File: config.mk
export PLATFORM = sky130hd
export DESIGN_NAME = rotary_encoder_event_queue_core_flat
export DESIGN_NICKNAME = d
export VERILOG_FILES = /design/src/hw/rtl/reeq_pkg.sv /design/src/hw/rtl/reeq_req_if.sv /design/src/hw/rtl/reeq_rsp_if.sv /design/src/hw/rtl/rotary_encoder_event_queue_core.sv /design/src/hw/rtl/reeq_ctrl.sv /design/src/hw/rtl/reeq_datapath.sv /design/src/flat_wrapper.sv
export VERILOG_INCLUDE_DIRS = /design/src /design/src/hw/rtl
export SDC_FILE = /design/constraint.sdc
export NUM_CORES = 1
export LEC_CHECK = 0
export ABC_AREA = 1
export BUFFER_PORTS_ARGS = -buffer_cell sky130_fd_sc_hd__buf_4
export CAP_MARGIN = 25
export CORE_MARGIN = 2
export CORE_UTILIZATION = 40
export DETAILED_ROUTE_END_ITERATION = 10
export GPL_ROUTABILITY_DRIVEN = 0
export GPL_TIMING_DRIVEN = 1
export MAX_ROUTING_LAYER = met4
export PLACE_DENSITY = 0.6
export REMOVE_ABC_BUFFERS = 1
export SYNTH_ARGS = -nofsm -noshare
export SYNTH_HDL_FRONTEND = slang
export SYNTH_SLANG_ARGS = --single-unit
File: constraint.sdc
create_clock -name clock -period 6.62 [get_ports clock]
set_input_delay 0.993 -clock clock [delete_from_list [all_inputs] [get_ports clock]]
set_output_delay 0.993 -clock clock [all_outputs]
set_load 0.005 [all_outputs]
File: src/hw/rtl/rotary_encoder_event_queue_core_macros.svh
// ----------------------------------------------------------------------------
// Rotary encoder event queue: assertion macros
// Shared concurrent assertion wrappers, clocked on clock; one is reset aware.
// ----------------------------------------------------------------------------
`ifndef ROTARY_ENCODER_EVENT_QUEUE_CORE_MACROS_SVH
`define ROTARY_ENCODER_EVENT_QUEUE_CORE_MACROS_SVH

// Assertion that is switched off while reset is high.
`define REEQ_ASSERT(label, prop, msg) \
   label: assert property (@(posedge clock) disable iff (reset) prop) else $error(msg);

// Assertion that is also checked during reset.
`define REEQ_ASSERT_ALWAYS(label, prop, msg) \
   label: assert property (@(posedge clock) prop) else $error(msg);

`endif

File: src/hw/rtl/reeq_pkg.sv
// ----------------------------------------------------------------------------
// Rotary encoder event queue: package
// Shared widths, codes, state type and controller/datapath structs.
// ----------------------------------------------------------------------------
package reeq_pkg;

   localparam int DEFAULT_QUEUE_DEPTH = 16;
   localparam int ACTION_W            = 2;
   localparam int TIME_W              = 32;
   localparam int LOCKOUT_W           = 10;
   localparam int STATUS_W            = 3;
   localparam int FILL_W              = 4;

   localparam logic [LOCKOUT_W-1:0] LOCKOUT_RESET = 10'd70;

   // Action codes. Bit 1 set means a pop, so code three also pops.
   localparam logic [ACTION_W-1:0] ACT_EDGE_A = 2'd0;
   localparam logic [ACTION_W-1:0] ACT_EDGE_B = 2'd1;
   localparam logic [ACTION_W-1:0] ACT_POP    = 2'd2;

   typedef enum logic [STATUS_W-1:0] {
      ST_QUEUED     = 3'd0,
      ST_SUPPRESSED = 3'd1,
      ST_DROPPED    = 3'd2,
      ST_POPPED     = 3'd3,
      ST_EMPTY      = 3'd4
   } reeq_status_type;

   typedef enum logic {
      S_IDLE = 1'b0,
      S_EXEC = 1'b1
   } reeq_state_type;

   typedef struct packed {
      logic accept;   // capture the input word and read the queue head
      logic commit;   // update state and load the response register
   } reeq_cmd_type;

   typedef struct packed {
      logic out_blocked;  // response register holds a word not taken this cycle
   } reeq_stat_type;

endpackage

File: src/hw/rtl/reeq_req_if.sv
// ----------------------------------------------------------------------------
// Rotary encoder event queue: request channel
// Valid/ready channel carrying one edge or pop request word.
// ----------------------------------------------------------------------------
interface reeq_req_if;
   import reeq_pkg::*;

   logic                valid;
   logic                ready;
   logic [ACTION_W-1:0] action;
   logic [TIME_W-1:0]   time_ms;
   logic                sampled_level;

   modport source (output valid, output action, output time_ms, output sampled_level,
                   input ready);
   modport sink   (input valid, input action, input time_ms, input sampled_level,
                   output ready);
endinterface

File: src/hw/rtl/reeq_rsp_if.sv
// ----------------------------------------------------------------------------
// Rotary encoder event queue: response channel
// Valid/ready channel carrying one status word per request.
// ----------------------------------------------------------------------------
interface reeq_rsp_if;
   import reeq_pkg::*;

   logic                valid;
   logic                ready;
   logic [STATUS_W-1:0] status;
   logic                direction;
   logic [FILL_W-1:0]   fill_level;

   modport source (output valid, output status, output direction, output fill_level,
                   input ready);
   modport sink   (input valid, input status, input direction, input fill_level,
                   output ready);
endinterface

File: src/hw/rtl/rotary_encoder_event_queue_core.sv
// ----------------------------------------------------------------------------
// Rotary encoder event queue core
// Debounces encoder line edges, decodes them to a direction and queues them.
// ----------------------------------------------------------------------------
// Usage: each request word on req_chan is an edge on line A or B with its
// millisecond timestamp and sampled level, or a pop. Every request gives
// exactly one response word on rsp_chan with a status, a direction and the
// queue fill level after the request.
// A request is taken into the capture registers and committed later; the
// response word is loaded into the response register at commit. The block
// takes no new request until the last one is committed. The queue memory is
// read into a register at acceptance, so that the popped value is ready at
// commit. The response register parts the two channels: a response may wait
// while the next request is accepted, but that request is only committed
// once the waiting word has been taken, so a stalled receiver holds the
// block. Reset clears both edge times and both queue pointers and sets the
// lockout to its default of 70 ms; queue slots need no clearing. The lockout
// is written through csr_write_enable and csr_write_data; the user must do
// so only while the block idles, as the block itself does not enforce it.
// ----------------------------------------------------------------------------
module rotary_encoder_event_queue_core #(
   parameter int QUEUE_DEPTH = reeq_pkg::DEFAULT_QUEUE_DEPTH
) (
   input  logic                           clock,
   input  logic                           reset,
   input  logic                           csr_write_enable,
   input  logic [reeq_pkg::LOCKOUT_W-1:0] csr_write_data,
   reeq_req_if.sink                       req_chan,
   reeq_rsp_if.source                     rsp_chan
);
   import reeq_pkg::*;

   reeq_cmd_type  cmd;
   reeq_stat_type stat;

   // The sequencer decides when a word is taken and when it is committed.
   reeq_ctrl u_ctrl (
      .clock     (clock),
      .reset     (reset),
      .req_valid (req_chan.valid),
      .req_ready (req_chan.ready),
      .stat      (stat),
      .cmd       (cmd)
   );

   // The datapath holds all state and the response register.
   reeq_datapath #(
      .QUEUE_DEPTH (QUEUE_DEPTH)
   ) u_datapath (
      .clock             (clock),
      .reset             (reset),
      .csr_write_enable  (csr_write_enable),
      .csr_write_data    (csr_write_data),
      .req_action        (req_chan.action),
      .req_time_ms       (req_chan.time_ms),
      .req_sampled_level (req_chan.sampled_level),
      .rsp_valid         (rsp_chan.valid),
      .rsp_ready         (rsp_chan.ready),
      .rsp_status        (rsp_chan.status),
      .rsp_direction     (rsp_chan.direction),
      .rsp_fill_level    (rsp_chan.fill_level),
      .cmd               (cmd),
      .stat              (stat)
   );

endmodule

File: src/hw/rtl/reeq_ctrl.sv
// ----------------------------------------------------------------------------
// Rotary encoder event queue: controller
// Two-state sequencer that takes a request and commits it once the
// response register is free.
// ----------------------------------------------------------------------------
module reeq_ctrl (
   input  logic                   clock,
   input  logic                   reset,
   input  logic                   req_valid,
   output logic                   req_ready,
   input  reeq_pkg::reeq_stat_type stat,
   output reeq_pkg::reeq_cmd_type  cmd
);
   import reeq_pkg::*;

   reeq_state_type state_ff;
   reeq_state_type state_in;

   always_ff @(posedge clock) begin
      if (reset) begin
         state_ff <= S_IDLE;
      end else begin
         state_ff <= state_in;
      end
   end

   always_comb begin
      state_in   = state_ff;
      req_ready  = 1'b0;
      cmd.accept = 1'b0;
      cmd.commit = 1'b0;
      unique case (state_ff)
         S_IDLE: begin
            req_ready = 1'b1;
            if (req_valid) begin
               cmd.accept = 1'b1;
               state_in   = S_EXEC;
            end
         end
         S_EXEC: begin
            if (!stat.out_blocked) begin
               cmd.commit = 1'b1;
               state_in   = S_IDLE;
            end
         end
         default: state_in = S_IDLE;
      endcase
   end

endmodule

File: src/hw/rtl/reeq_datapath.sv
// ----------------------------------------------------------------------------
// Rotary encoder event queue: datapath
// Lockout register, per-line edge times, ring queue memory with its
// pointers, and the response register.
// ----------------------------------------------------------------------------
`include "rotary_encoder_event_queue_core_macros.svh"

module reeq_datapath #(
   parameter int QUEUE_DEPTH = reeq_pkg::DEFAULT_QUEUE_DEPTH
) (
   input  logic                              clock,
   input  logic                              reset,
   input  logic                              csr_write_enable,
   input  logic [reeq_pkg::LOCKOUT_W-1:0]    csr_write_data,
   input  logic [reeq_pkg::ACTION_W-1:0]     req_action,
   input  logic [reeq_pkg::TIME_W-1:0]       req_time_ms,
   input  logic                              req_sampled_level,
   output logic                              rsp_valid,
   input  logic                              rsp_ready,
   output logic [reeq_pkg::STATUS_W-1:0]     rsp_status,
   output logic                              rsp_direction,
   output logic [reeq_pkg::FILL_W-1:0]       rsp_fill_level,
   input  reeq_pkg::reeq_cmd_type             cmd,
   output reeq_pkg::reeq_stat_type            stat
);
   import reeq_pkg::*;

   localparam int PTR_W = $clog2(QUEUE_DEPTH);
   localparam logic [PTR_W-1:0] LAST_SLOT = PTR_W'(QUEUE_DEPTH - 1);
   localparam logic [PTR_W:0]   DEPTH_EXT = (PTR_W+1)'(QUEUE_DEPTH);

   logic [LOCKOUT_W-1:0] lockout_ff;
   logic [TIME_W-1:0]    last_a_ff;
   logic [TIME_W-1:0]    last_b_ff;
   logic [PTR_W-1:0]     rd_ptr_ff;
   logic [PTR_W-1:0]     wr_ptr_ff;
   logic                 mem_ff [QUEUE_DEPTH];
   logic                 head_ff;

   logic [ACTION_W-1:0]  action_ff;
   logic [TIME_W-1:0]    time_ff;
   logic                 level_ff;

   logic                 rsp_valid_ff;
   logic [STATUS_W-1:0]  status_ff;
   logic                 dir_ff;
   logic [FILL_W-1:0]    fill_ff;

   logic                 is_pop;
   logic                 is_a;
   logic                 empty;
   logic                 full;
   logic [TIME_W-1:0]    gap;
   logic                 gap_ok;
   logic                 do_push;
   logic                 do_pop;
   logic                 edge_dir;
   logic [PTR_W-1:0]     rd_step;
   logic [PTR_W-1:0]     wr_step;
   logic [PTR_W-1:0]     rd_ptr_in;
   logic [PTR_W-1:0]     wr_ptr_in;
   logic [PTR_W:0]       count;
   reeq_status_type      status_in;
   logic                 dir_in;

   // Configuration register.
   always_ff @(posedge clock) begin
      if (reset) begin
         lockout_ff <= LOCKOUT_RESET;
      end else if (csr_write_enable) begin
         lockout_ff <= csr_write_data;
      end
   end

   // Request capture; the queue head is read in the same cycle so that
   // the popped value is ready when the request is committed.
   always_ff @(posedge clock) begin
      if (cmd.accept) begin
         action_ff <= req_action;
         time_ff   <= req_time_ms;
         level_ff  <= req_sampled_level;
         head_ff   <= mem_ff[rd_ptr_ff];
      end
   end

   always_comb begin
      rd_step   = (rd_ptr_ff == LAST_SLOT) ? '0 : rd_ptr_ff + 1'b1;
      wr_step   = (wr_ptr_ff == LAST_SLOT) ? '0 : wr_ptr_ff + 1'b1;
      is_pop    = action_ff[1];
      is_a      = (action_ff == ACT_EDGE_A);
      empty     = (rd_ptr_ff == wr_ptr_ff);
      full      = (wr_step == rd_ptr_ff);
      gap       = time_ff - (is_a ? last_a_ff : last_b_ff);
      gap_ok    = gap > TIME_W'(lockout_ff);
      edge_dir  = is_a ? ~level_ff : level_ff;
      do_push   = 1'b0;
      do_pop    = 1'b0;
      dir_in    = edge_dir;
      if (is_pop) begin
         dir_in = 1'b0;
         if (empty) begin
            status_in = ST_EMPTY;
         end else begin
            status_in = ST_POPPED;
            dir_in    = head_ff;
            do_pop    = 1'b1;
         end
      end else if (!gap_ok) begin
         status_in = ST_SUPPRESSED;
      end else if (full) begin
         status_in = ST_DROPPED;
      end else begin
         status_in = ST_QUEUED;
         do_push   = 1'b1;
      end
      rd_ptr_in = do_pop  ? rd_step : rd_ptr_ff;
      wr_ptr_in = do_push ? wr_step : wr_ptr_ff;
      if (wr_ptr_in >= rd_ptr_in) begin
         count = {1'b0, wr_ptr_in} - {1'b0, rd_ptr_in};
      end else begin
         count = {1'b0, wr_ptr_in} + DEPTH_EXT - {1'b0, rd_ptr_in};
      end
   end

   // Queue state and per-line edge times.
   always_ff @(posedge clock) begin
      if (reset) begin
         rd_ptr_ff <= '0;
         wr_ptr_ff <= '0;
         last_a_ff <= '0;
         last_b_ff <= '0;
      end else if (cmd.commit) begin
         rd_ptr_ff <= rd_ptr_in;
         wr_ptr_ff <= wr_ptr_in;
         if (!is_pop && is_a) begin
            last_a_ff <= time_ff;
         end
         if (!is_pop && !is_a) begin
            last_b_ff <= time_ff;
         end
      end
   end

   always_ff @(posedge clock) begin
      if (cmd.commit && do_push) begin
         mem_ff[wr_ptr_ff] <= edge_dir;
      end
   end

   // Response register.
   always_ff @(posedge clock) begin
      if (reset) begin
         rsp_valid_ff <= 1'b0;
      end else if (cmd.commit) begin
         rsp_valid_ff <= 1'b1;
      end else if (rsp_ready) begin
         rsp_valid_ff <= 1'b0;
      end
   end

   always_ff @(posedge clock) begin
      if (cmd.commit) begin
         status_ff <= status_in;
         dir_ff    <= dir_in;
         fill_ff   <= FILL_W'(count);
      end
   end

   assign stat.out_blocked = rsp_valid_ff && !rsp_ready;
   assign rsp_valid        = rsp_valid_ff;
   assign rsp_status       = status_ff;
   assign rsp_direction    = dir_ff;
   assign rsp_fill_level   = fill_ff;

   `REEQ_ASSERT(a_commit_free, cmd.commit |-> !(rsp_valid_ff && !rsp_ready), "commit over busy word")
   `REEQ_ASSERT(a_commit_shows, cmd.commit |=> rsp_valid_ff, "committed response not shown")
   `REEQ_ASSERT(a_ptr_range, (rd_ptr_ff <= LAST_SLOT) && (wr_ptr_ff <= LAST_SLOT), "pointer range")
   `REEQ_ASSERT_ALWAYS(a_no_overlap, !(cmd.accept && cmd.commit), "accept and commit together")

endmodule
File: src/flat_wrapper.sv
// flat-port wrapper written by rule: the top's interface ports become plain ports
module rotary_encoder_event_queue_core_flat import reeq_pkg::*;
#(
   parameter int QUEUE_DEPTH = reeq_pkg::DEFAULT_QUEUE_DEPTH
)
  (clock, reset, csr_write_enable, csr_write_data, req_chan_valid, req_chan_action, req_chan_time_ms, req_chan_sampled_level, req_chan_ready, rsp_chan_valid, rsp_chan_status, rsp_chan_direction, rsp_chan_fill_level, rsp_chan_ready);
  reeq_req_if req_chan_i ();
  reeq_rsp_if rsp_chan_i ();
  input  logic clock;
  input  logic reset;
  input  logic csr_write_enable;
  input  logic [reeq_pkg::LOCKOUT_W-1:0] csr_write_data;
  input wire logic [$bits(req_chan_i.valid)-1:0] req_chan_valid;
  input wire logic [$bits(req_chan_i.action)-1:0] req_chan_action;
  input wire logic [$bits(req_chan_i.time_ms)-1:0] req_chan_time_ms;
  input wire logic [$bits(req_chan_i.sampled_level)-1:0] req_chan_sampled_level;
  output wire logic [$bits(req_chan_i.ready)-1:0] req_chan_ready;
  output wire logic [$bits(rsp_chan_i.valid)-1:0] rsp_chan_valid;
  output wire logic [$bits(rsp_chan_i.status)-1:0] rsp_chan_status;
  output wire logic [$bits(rsp_chan_i.direction)-1:0] rsp_chan_direction;
  output wire logic [$bits(rsp_chan_i.fill_level)-1:0] rsp_chan_fill_level;
  input wire logic [$bits(rsp_chan_i.ready)-1:0] rsp_chan_ready;
  assign req_chan_i.valid = req_chan_valid;
  assign req_chan_i.action = req_chan_action;
  assign req_chan_i.time_ms = req_chan_time_ms;
  assign req_chan_i.sampled_level = req_chan_sampled_level;
  assign req_chan_ready = req_chan_i.ready;
  assign rsp_chan_valid = rsp_chan_i.valid;
  assign rsp_chan_status = rsp_chan_i.status;
  assign rsp_chan_direction = rsp_chan_i.direction;
  assign rsp_chan_fill_level = rsp_chan_i.fill_level;
  assign rsp_chan_i.ready = rsp_chan_ready;
  rotary_encoder_event_queue_core #(.QUEUE_DEPTH(QUEUE_DEPTH)) u_core (.clock(clock), .reset(reset), .csr_write_enable(csr_write_enable), .csr_write_data(csr_write_data), .req_chan(req_chan_i), .rsp_chan(rsp_chan_i));
endmodule
# After elaboration in Yosys (flattened, before gate mapping)
# Memory sizes are Yosys's and may differ from the RTL's. A register that Yosys moved wholly into a read port is not among the register bits.
# Cells that the tools add are included.
totals:
  register_bits: 127
  mem_bits_rw: 16
  inputBits: 50
  n_memories: 1
  out_inout_bits: 10
op_classes:
  add_sub_neg: 6
  magnitude_cmp: 2
  n_bitwise: 2
  n_reduce_logical: 11
  n_mux: 29
  eq_ne: 4
mem_list:
  columns: ["memory", "words", "width", "read_ports", "rd_ports_with_merged_regs", "write_ports", "line_no", "rtl"]
  rows:
  - ["u_core.u_datapath.mem_ff", 16, 1, 1, 1, 1, "reeq_datapath.sv:37", "logic mem_ff [QUEUE_DEPTH];"]
op_table:
  columns: ["operator", "n"]
  rows:
  - ["$gt A32 B10 Y1", 1]
  - ["$mux W32", 1]
  - ["$sub A32 B32 Y32", 1]
  - ["$mux W4", 5]
  - ["$mux W1", 18]
  - ["$add A4 B1 Y4 const B", 3]
  - ["$eq A4 B4 Y1", 2]
  - ["$eq A4 B4 Y1 const B", 2]
  - ["$sub A4 B4 Y4", 2]
  - ["$mux W3", 2]
  - ["$ge A4 B4 Y1", 1]
  - ["$logic_and A1 B1 Y1", 4]
  - ["$mux W2", 2]
  - ["$reduce_and A2 Y1", 2]
  - ["$logic_not A1 Y1", 3]
  - ["$logic_not A2 Y1", 1]
  - ["$not A1 Y1", 2]
  - ["$pmux W1 S2", 1]
  - ["$reduce_bool A2 Y1", 1]

# Logic depth before layout (Yosys ltp)
logic_depth:
  word_depth: 10
  depth_mapped: 40

# Hierarchy
# A second synthesis with hierarchy kept.
unflattened:
  cells_unflattened: 1224
  hier_area_um2: 8623.3
by_module_without_submodules:
  columns: ["module", "area_per_inst_um2", "cells_per_inst", "n_inst"]
  rows:
  - ["reeq_datapath", 8563.2, 1213, 1]
  - ["reeq_ctrl", 60.1, 11, 1]

# Least setup slack after synthesis
# Ideal clock, no wire load.
synth_timing:
  path_type: "flip-flop to flip-flop"
  startpoint: "reg u_core.u_datapath.action_ff[1]"
  endpoint: "reg u_core.u_datapath.fill_ff[3], in the netlist u_core.u_datapath.rsp_fill_level[3] (data pin)"
  path_buffers: 2
  setup_time_ps: 253
  required_time_ps: 6367
  stages_incl_launch_ff: 37
  setup_slack_ps: 1834
  arrival_time_ps: 4533
  path_cell_list: "edfxtp_1 > nor2_1 > clkbuf_1 > clkbuf_1 > nand2_1 > o21ai_0 > ha_1 > nand2_2 > inv_1 > a21oi_1 > nand2_2 > xor2_1 > ha_1 > a21oi_1 > o21a_1 > nand2_1 > nand2_1 > nand2_1 > nand2_1 > nand2_1 > inv_1 > nand2_1 > nor2_1 > nand2_1 > nor2_2 > nand2_4 > nand2_4 > nor2_1 > a21oi_1 > ha_1 > nand2_1 > nor2_1 > a211oi_1 > xor2_1 > inv_1 > nand3_1 > nand2_1"
synth_between:
  elab_chain_len: 10
  elab_cells_between_ends: 14
  classes_between: "4 x add/sub; 2 x order compare; 7 x mux; 1 x reduce/logical"
synth_rtl:
  columns: ["element", "line_no", "rtl"]
  rows:
  - ["start: declaration", "reeq_datapath.sv:40", "logic [ACTION_W-1:0] action_ff;"]
  - ["start signal: assignment", "reeq_datapath.sv:79", "action_ff <= req_action;"]
  - ["$logic_not A2 Y1", "reeq_datapath.sv:90", "is_a = (action_ff == ACT_EDGE_A);"]
  - ["$mux W32", "reeq_datapath.sv:93", "gap = time_ff - (is_a ? last_a_ff : last_b_ff);"]
  - ["$sub A32 B32 Y32", "reeq_datapath.sv:93", null]
  - ["$gt A32 B10 Y1", "reeq_datapath.sv:94", "gap_ok = gap > TIME_W'(lockout_ff);"]
  - ["$mux W1", "reeq_datapath.sv:108", "end else if (!gap_ok) begin"]
  - ["$mux W1 *", "reeq_datapath.sv:99", "if (is_pop) begin"]
  - ["$mux W4 *", "reeq_datapath.sv:117", "wr_ptr_in = do_push ? wr_step : wr_ptr_ff;"]
  - ["via u_core.u_datapath.wr_ptr_in[1]", "reeq_datapath.sv:61", "logic [PTR_W-1:0] wr_ptr_in;"]
  - ["$add A4 B1 Y4", "reeq_datapath.sv:121", "count = {1'b0, wr_ptr_in} + DEPTH_EXT - {1'b0, rd_ptr_in};"]
  - ["$sub A4 B4 Y4", "reeq_datapath.sv:121", null]
  - ["$mux W4 *", "reeq_datapath.sv:118", "if (wr_ptr_in >= rd_ptr_in) begin"]
  - ["via u_core.u_datapath.count[3]", "reeq_datapath.sv:62", "logic [PTR_W:0] count;"]
  - ["end signal: assignment", "reeq_datapath.sv:165", "fill_ff <= FILL_W'(count);"]
  - ["end: declaration", "reeq_datapath.sv:47", "logic [FILL_W-1:0] fill_ff;"]
# Mark *: on every way through the listed nets, which the timed path passes. The rest lies on a longest branch.
# A chain may end at the register's enable or synchronous reset.

# Worst setup path after layout
# Ends and elaborated chain as after synthesis.

==> results.toml <==
[detailed_routing]
dr.first_iter.drc_count = 443
wire_per_inst_um = 13.3
dr.pass1.iters = 5
vias_per_cell = 4.85
drt-met1-wl_mm = 10.3
detail-route-antenna-nets = 0
wirelength_mm = 20.3
vias = 7379
route.met2.wl_mm = 8.87
drc_errors = 0
route.met3.wl_um = 765
top_layer_used = "met4"

[cts]
cts.sinks = 144
clkTransAtPathRegs_ps = 70
clk_latency_ps = 440
cts_tree = "done"
cts_hold_buf = 0
clock_path_buffers = 2
cts_buffers = 17
postCtsSetupBuffers = 0
cts-htree-levels = 4
cts-resized-gates = 0
cts_root_buffer = "clkbuf_16"

[place]
placed_area_um2 = 9290
port_buffers = 59
hpwl_mm = 15.1

[timing]
rsz0062_at_grt = "no"
finalHoldViolations = 0
finClkSkew_ps = 15.1
setup_viol = 0
worst_slew_pin_slew_ps = 620
drv_slew = 0
finalCritPeriodShare_pct = 81.7
slew_headroom_pct = 58.7
timing.hold.ws_ps = 454
fin_tns_setup_ps = 0
fin_crit_ps = 5410
clock.fmax_mhz = 185

[worst_setup_path]
worst_path_max_delay_cell = "edfxtp_1"
path_max_fanout = 44
cpMostUsedCell = "nand2_1"
worst-setup-path-type = "reg -> reg"
cpPeakStageDelay_ps = 470
arrival_ps = 5610
startpoint_type = "flop"
worst_ep_required_time_ps = 6820
end_kind = "flop"

[die]
core_um2 = 21000
pin_count = 60
start_util_pct = 40.7
dieArea_um2 = 22600
rows = 53
die_x_um = 150
die_height_um = 150

[final_layout]
n_antenna_cell = 0
drive_above_1_share_pct = 11.1
area_growth_pct = 15.9
nets = 1336
design_area_um2 = 9910

[synthesis]
synthTopCellsByCount = "282 x nand2_1, 167 x inv_1, 145 x nor2_1"
synthFlopType = "dfxtp_1"
synth-edff-count = 60
synth_most_common_cell = "nand2_1"
synth_cell_types = 41
netlist_instances = 1183
ys_seq_area_share_pct = 40.7
async_reset_ff_share_pct = 0
synth_largest_area_cell = "edfxtp_1"
yosys-top-cells-area = "edfxtp_1 21%, dfxtp_1 20%, nand2_1 12%"
synth_top_area_share_pct = 21.1
postSynthAreaPerCell_um2 = 7.23
ys_warn_count = 0
ys_seq_elements = 144
netlist_area_um2 = 8550

[status]
status = "finished clean"

[power_and_ir_drop]
p_leak_nw = 4.51
pwr_density_cell_nw_per_um2 = 257
power_mw = 2.54
ir_worst_vdd_uv = 150

[global_route]
grt_pass1_wl_mm = 33.7
antenna_found_initial = 0
grt_usage_pct = 19.6
gr-total-overflow = 0
grt_pass1_vias = 6845
grt_max_degree = 73

[job]
drv_cap = 0

[hold_path]
hp-class = "reg -> reg"
where the power goes:
group          internal [mW]  switching [mW]
combinational          0.215           0.375
sequential             0.980          0.0273
clock                  0.506           0.440
flip-flops by register name, summed over array words and instances, names as in the netlist, 2 cells and up:
name / count
u_core.u_datapath.rd_ptr_ff: 4
u_core.u_datapath.wr_ptr_ff: 4
u_core.u_datapath.rsp_fill_level: 4
u_core.u_datapath.last_a_ff: 32
u_core.u_datapath.rsp_status: 3
u_core.u_datapath.action_ff: 2
u_core.u_datapath.time_ff: 32
u_core.u_datapath.lockout_ff: 10
u_core.u_datapath.mem_ff: 16
u_core.u_datapath.last_b_ff: 32
worst max-delay path: cells and delay by family (launching register included):
family	cells	cell delay, ps
and+or+nand+nor	19	1920
xor gates and xnor gates	2	370
adders and majority gates	3	930
buffers and inverters	5	710
AOI/OAI and AO/OA	4	800
DFF	1	470
area by class of cell:
type	count	area, µm²
fill	2141	11100
clock inverter	15	166
sequential	144	3480
inverter	177	667
multi-input combinational	829	4290
timing repair buffer	66	528
tap	275	344
clock buffer	17	425
layout by cell type (no fill, tap or decap), types with 8 or more instances in the layout:
cell       instances
a21oi_1           77
nand2_1          281
o21ai_0          125
nand2_2           11
dfxtp_1           84
ha_1              49
inv_1            167
clkbuf_16         17
buf_4             64
nand4_1           13
nor2_2             8
edfxtp_1          60
nor2_1           143
xor2_1            21
nand3_1           51
kinds of logic after synthesis:
| kind of cell | synth area share (%) |
|---|---|
| simple gates | 26.7 |
| compound gates | 13.3 |
| buf+inv | 9.26 |
| flops | 40.7 |
| fa+ha+maj | 7.64 |
| xor+xnor | 2.36 |
worst paths after layout:
check,start,to,slack (ps),depth (start not counted)
worst min register to register,u_core.u_datapath.last_a_ff[9]$_SDFFE_PP0P_,u_core.u_datapath.last_a_ff[9]$_SDFFE_PP0P_,450,2
worst max-delay path,u_core.u_datapath.action_ff[1]$_DFFE_PP_,u_core.u_datapath.rsp_fill_level[3]$_DFFE_PP_,1210,33
worst max register to register,u_core.u_datapath.action_ff[1]$_DFFE_PP_,u_core.u_datapath.rsp_fill_level[3]$_DFFE_PP_,1210,33
worst min-delay path,u_core.u_datapath.last_a_ff[9]$_SDFFE_PP0P_,u_core.u_datapath.last_a_ff[9]$_SDFFE_PP0P_,450,2
routing by layer:
metal,up-vias,track usage [%]
met5,-,-
met4,0,5.71
met3,23,3.42
met2,140,30.1
met1,3302,26.5
li1,3914,-
stage by stage:
step           setup slack [ps]  utilization (%)  cells
6_report                   1210             47.1   1523
3_5_place_dp               1190             44.2   1490
2_1_floorplan               363                -   1150
3_3_place_gp               1360             44.0   1488
4_1_cts                    1180             47.0   1522
5_1_grt                     699             47.1   1523
(Power assumes the default switching activity.)
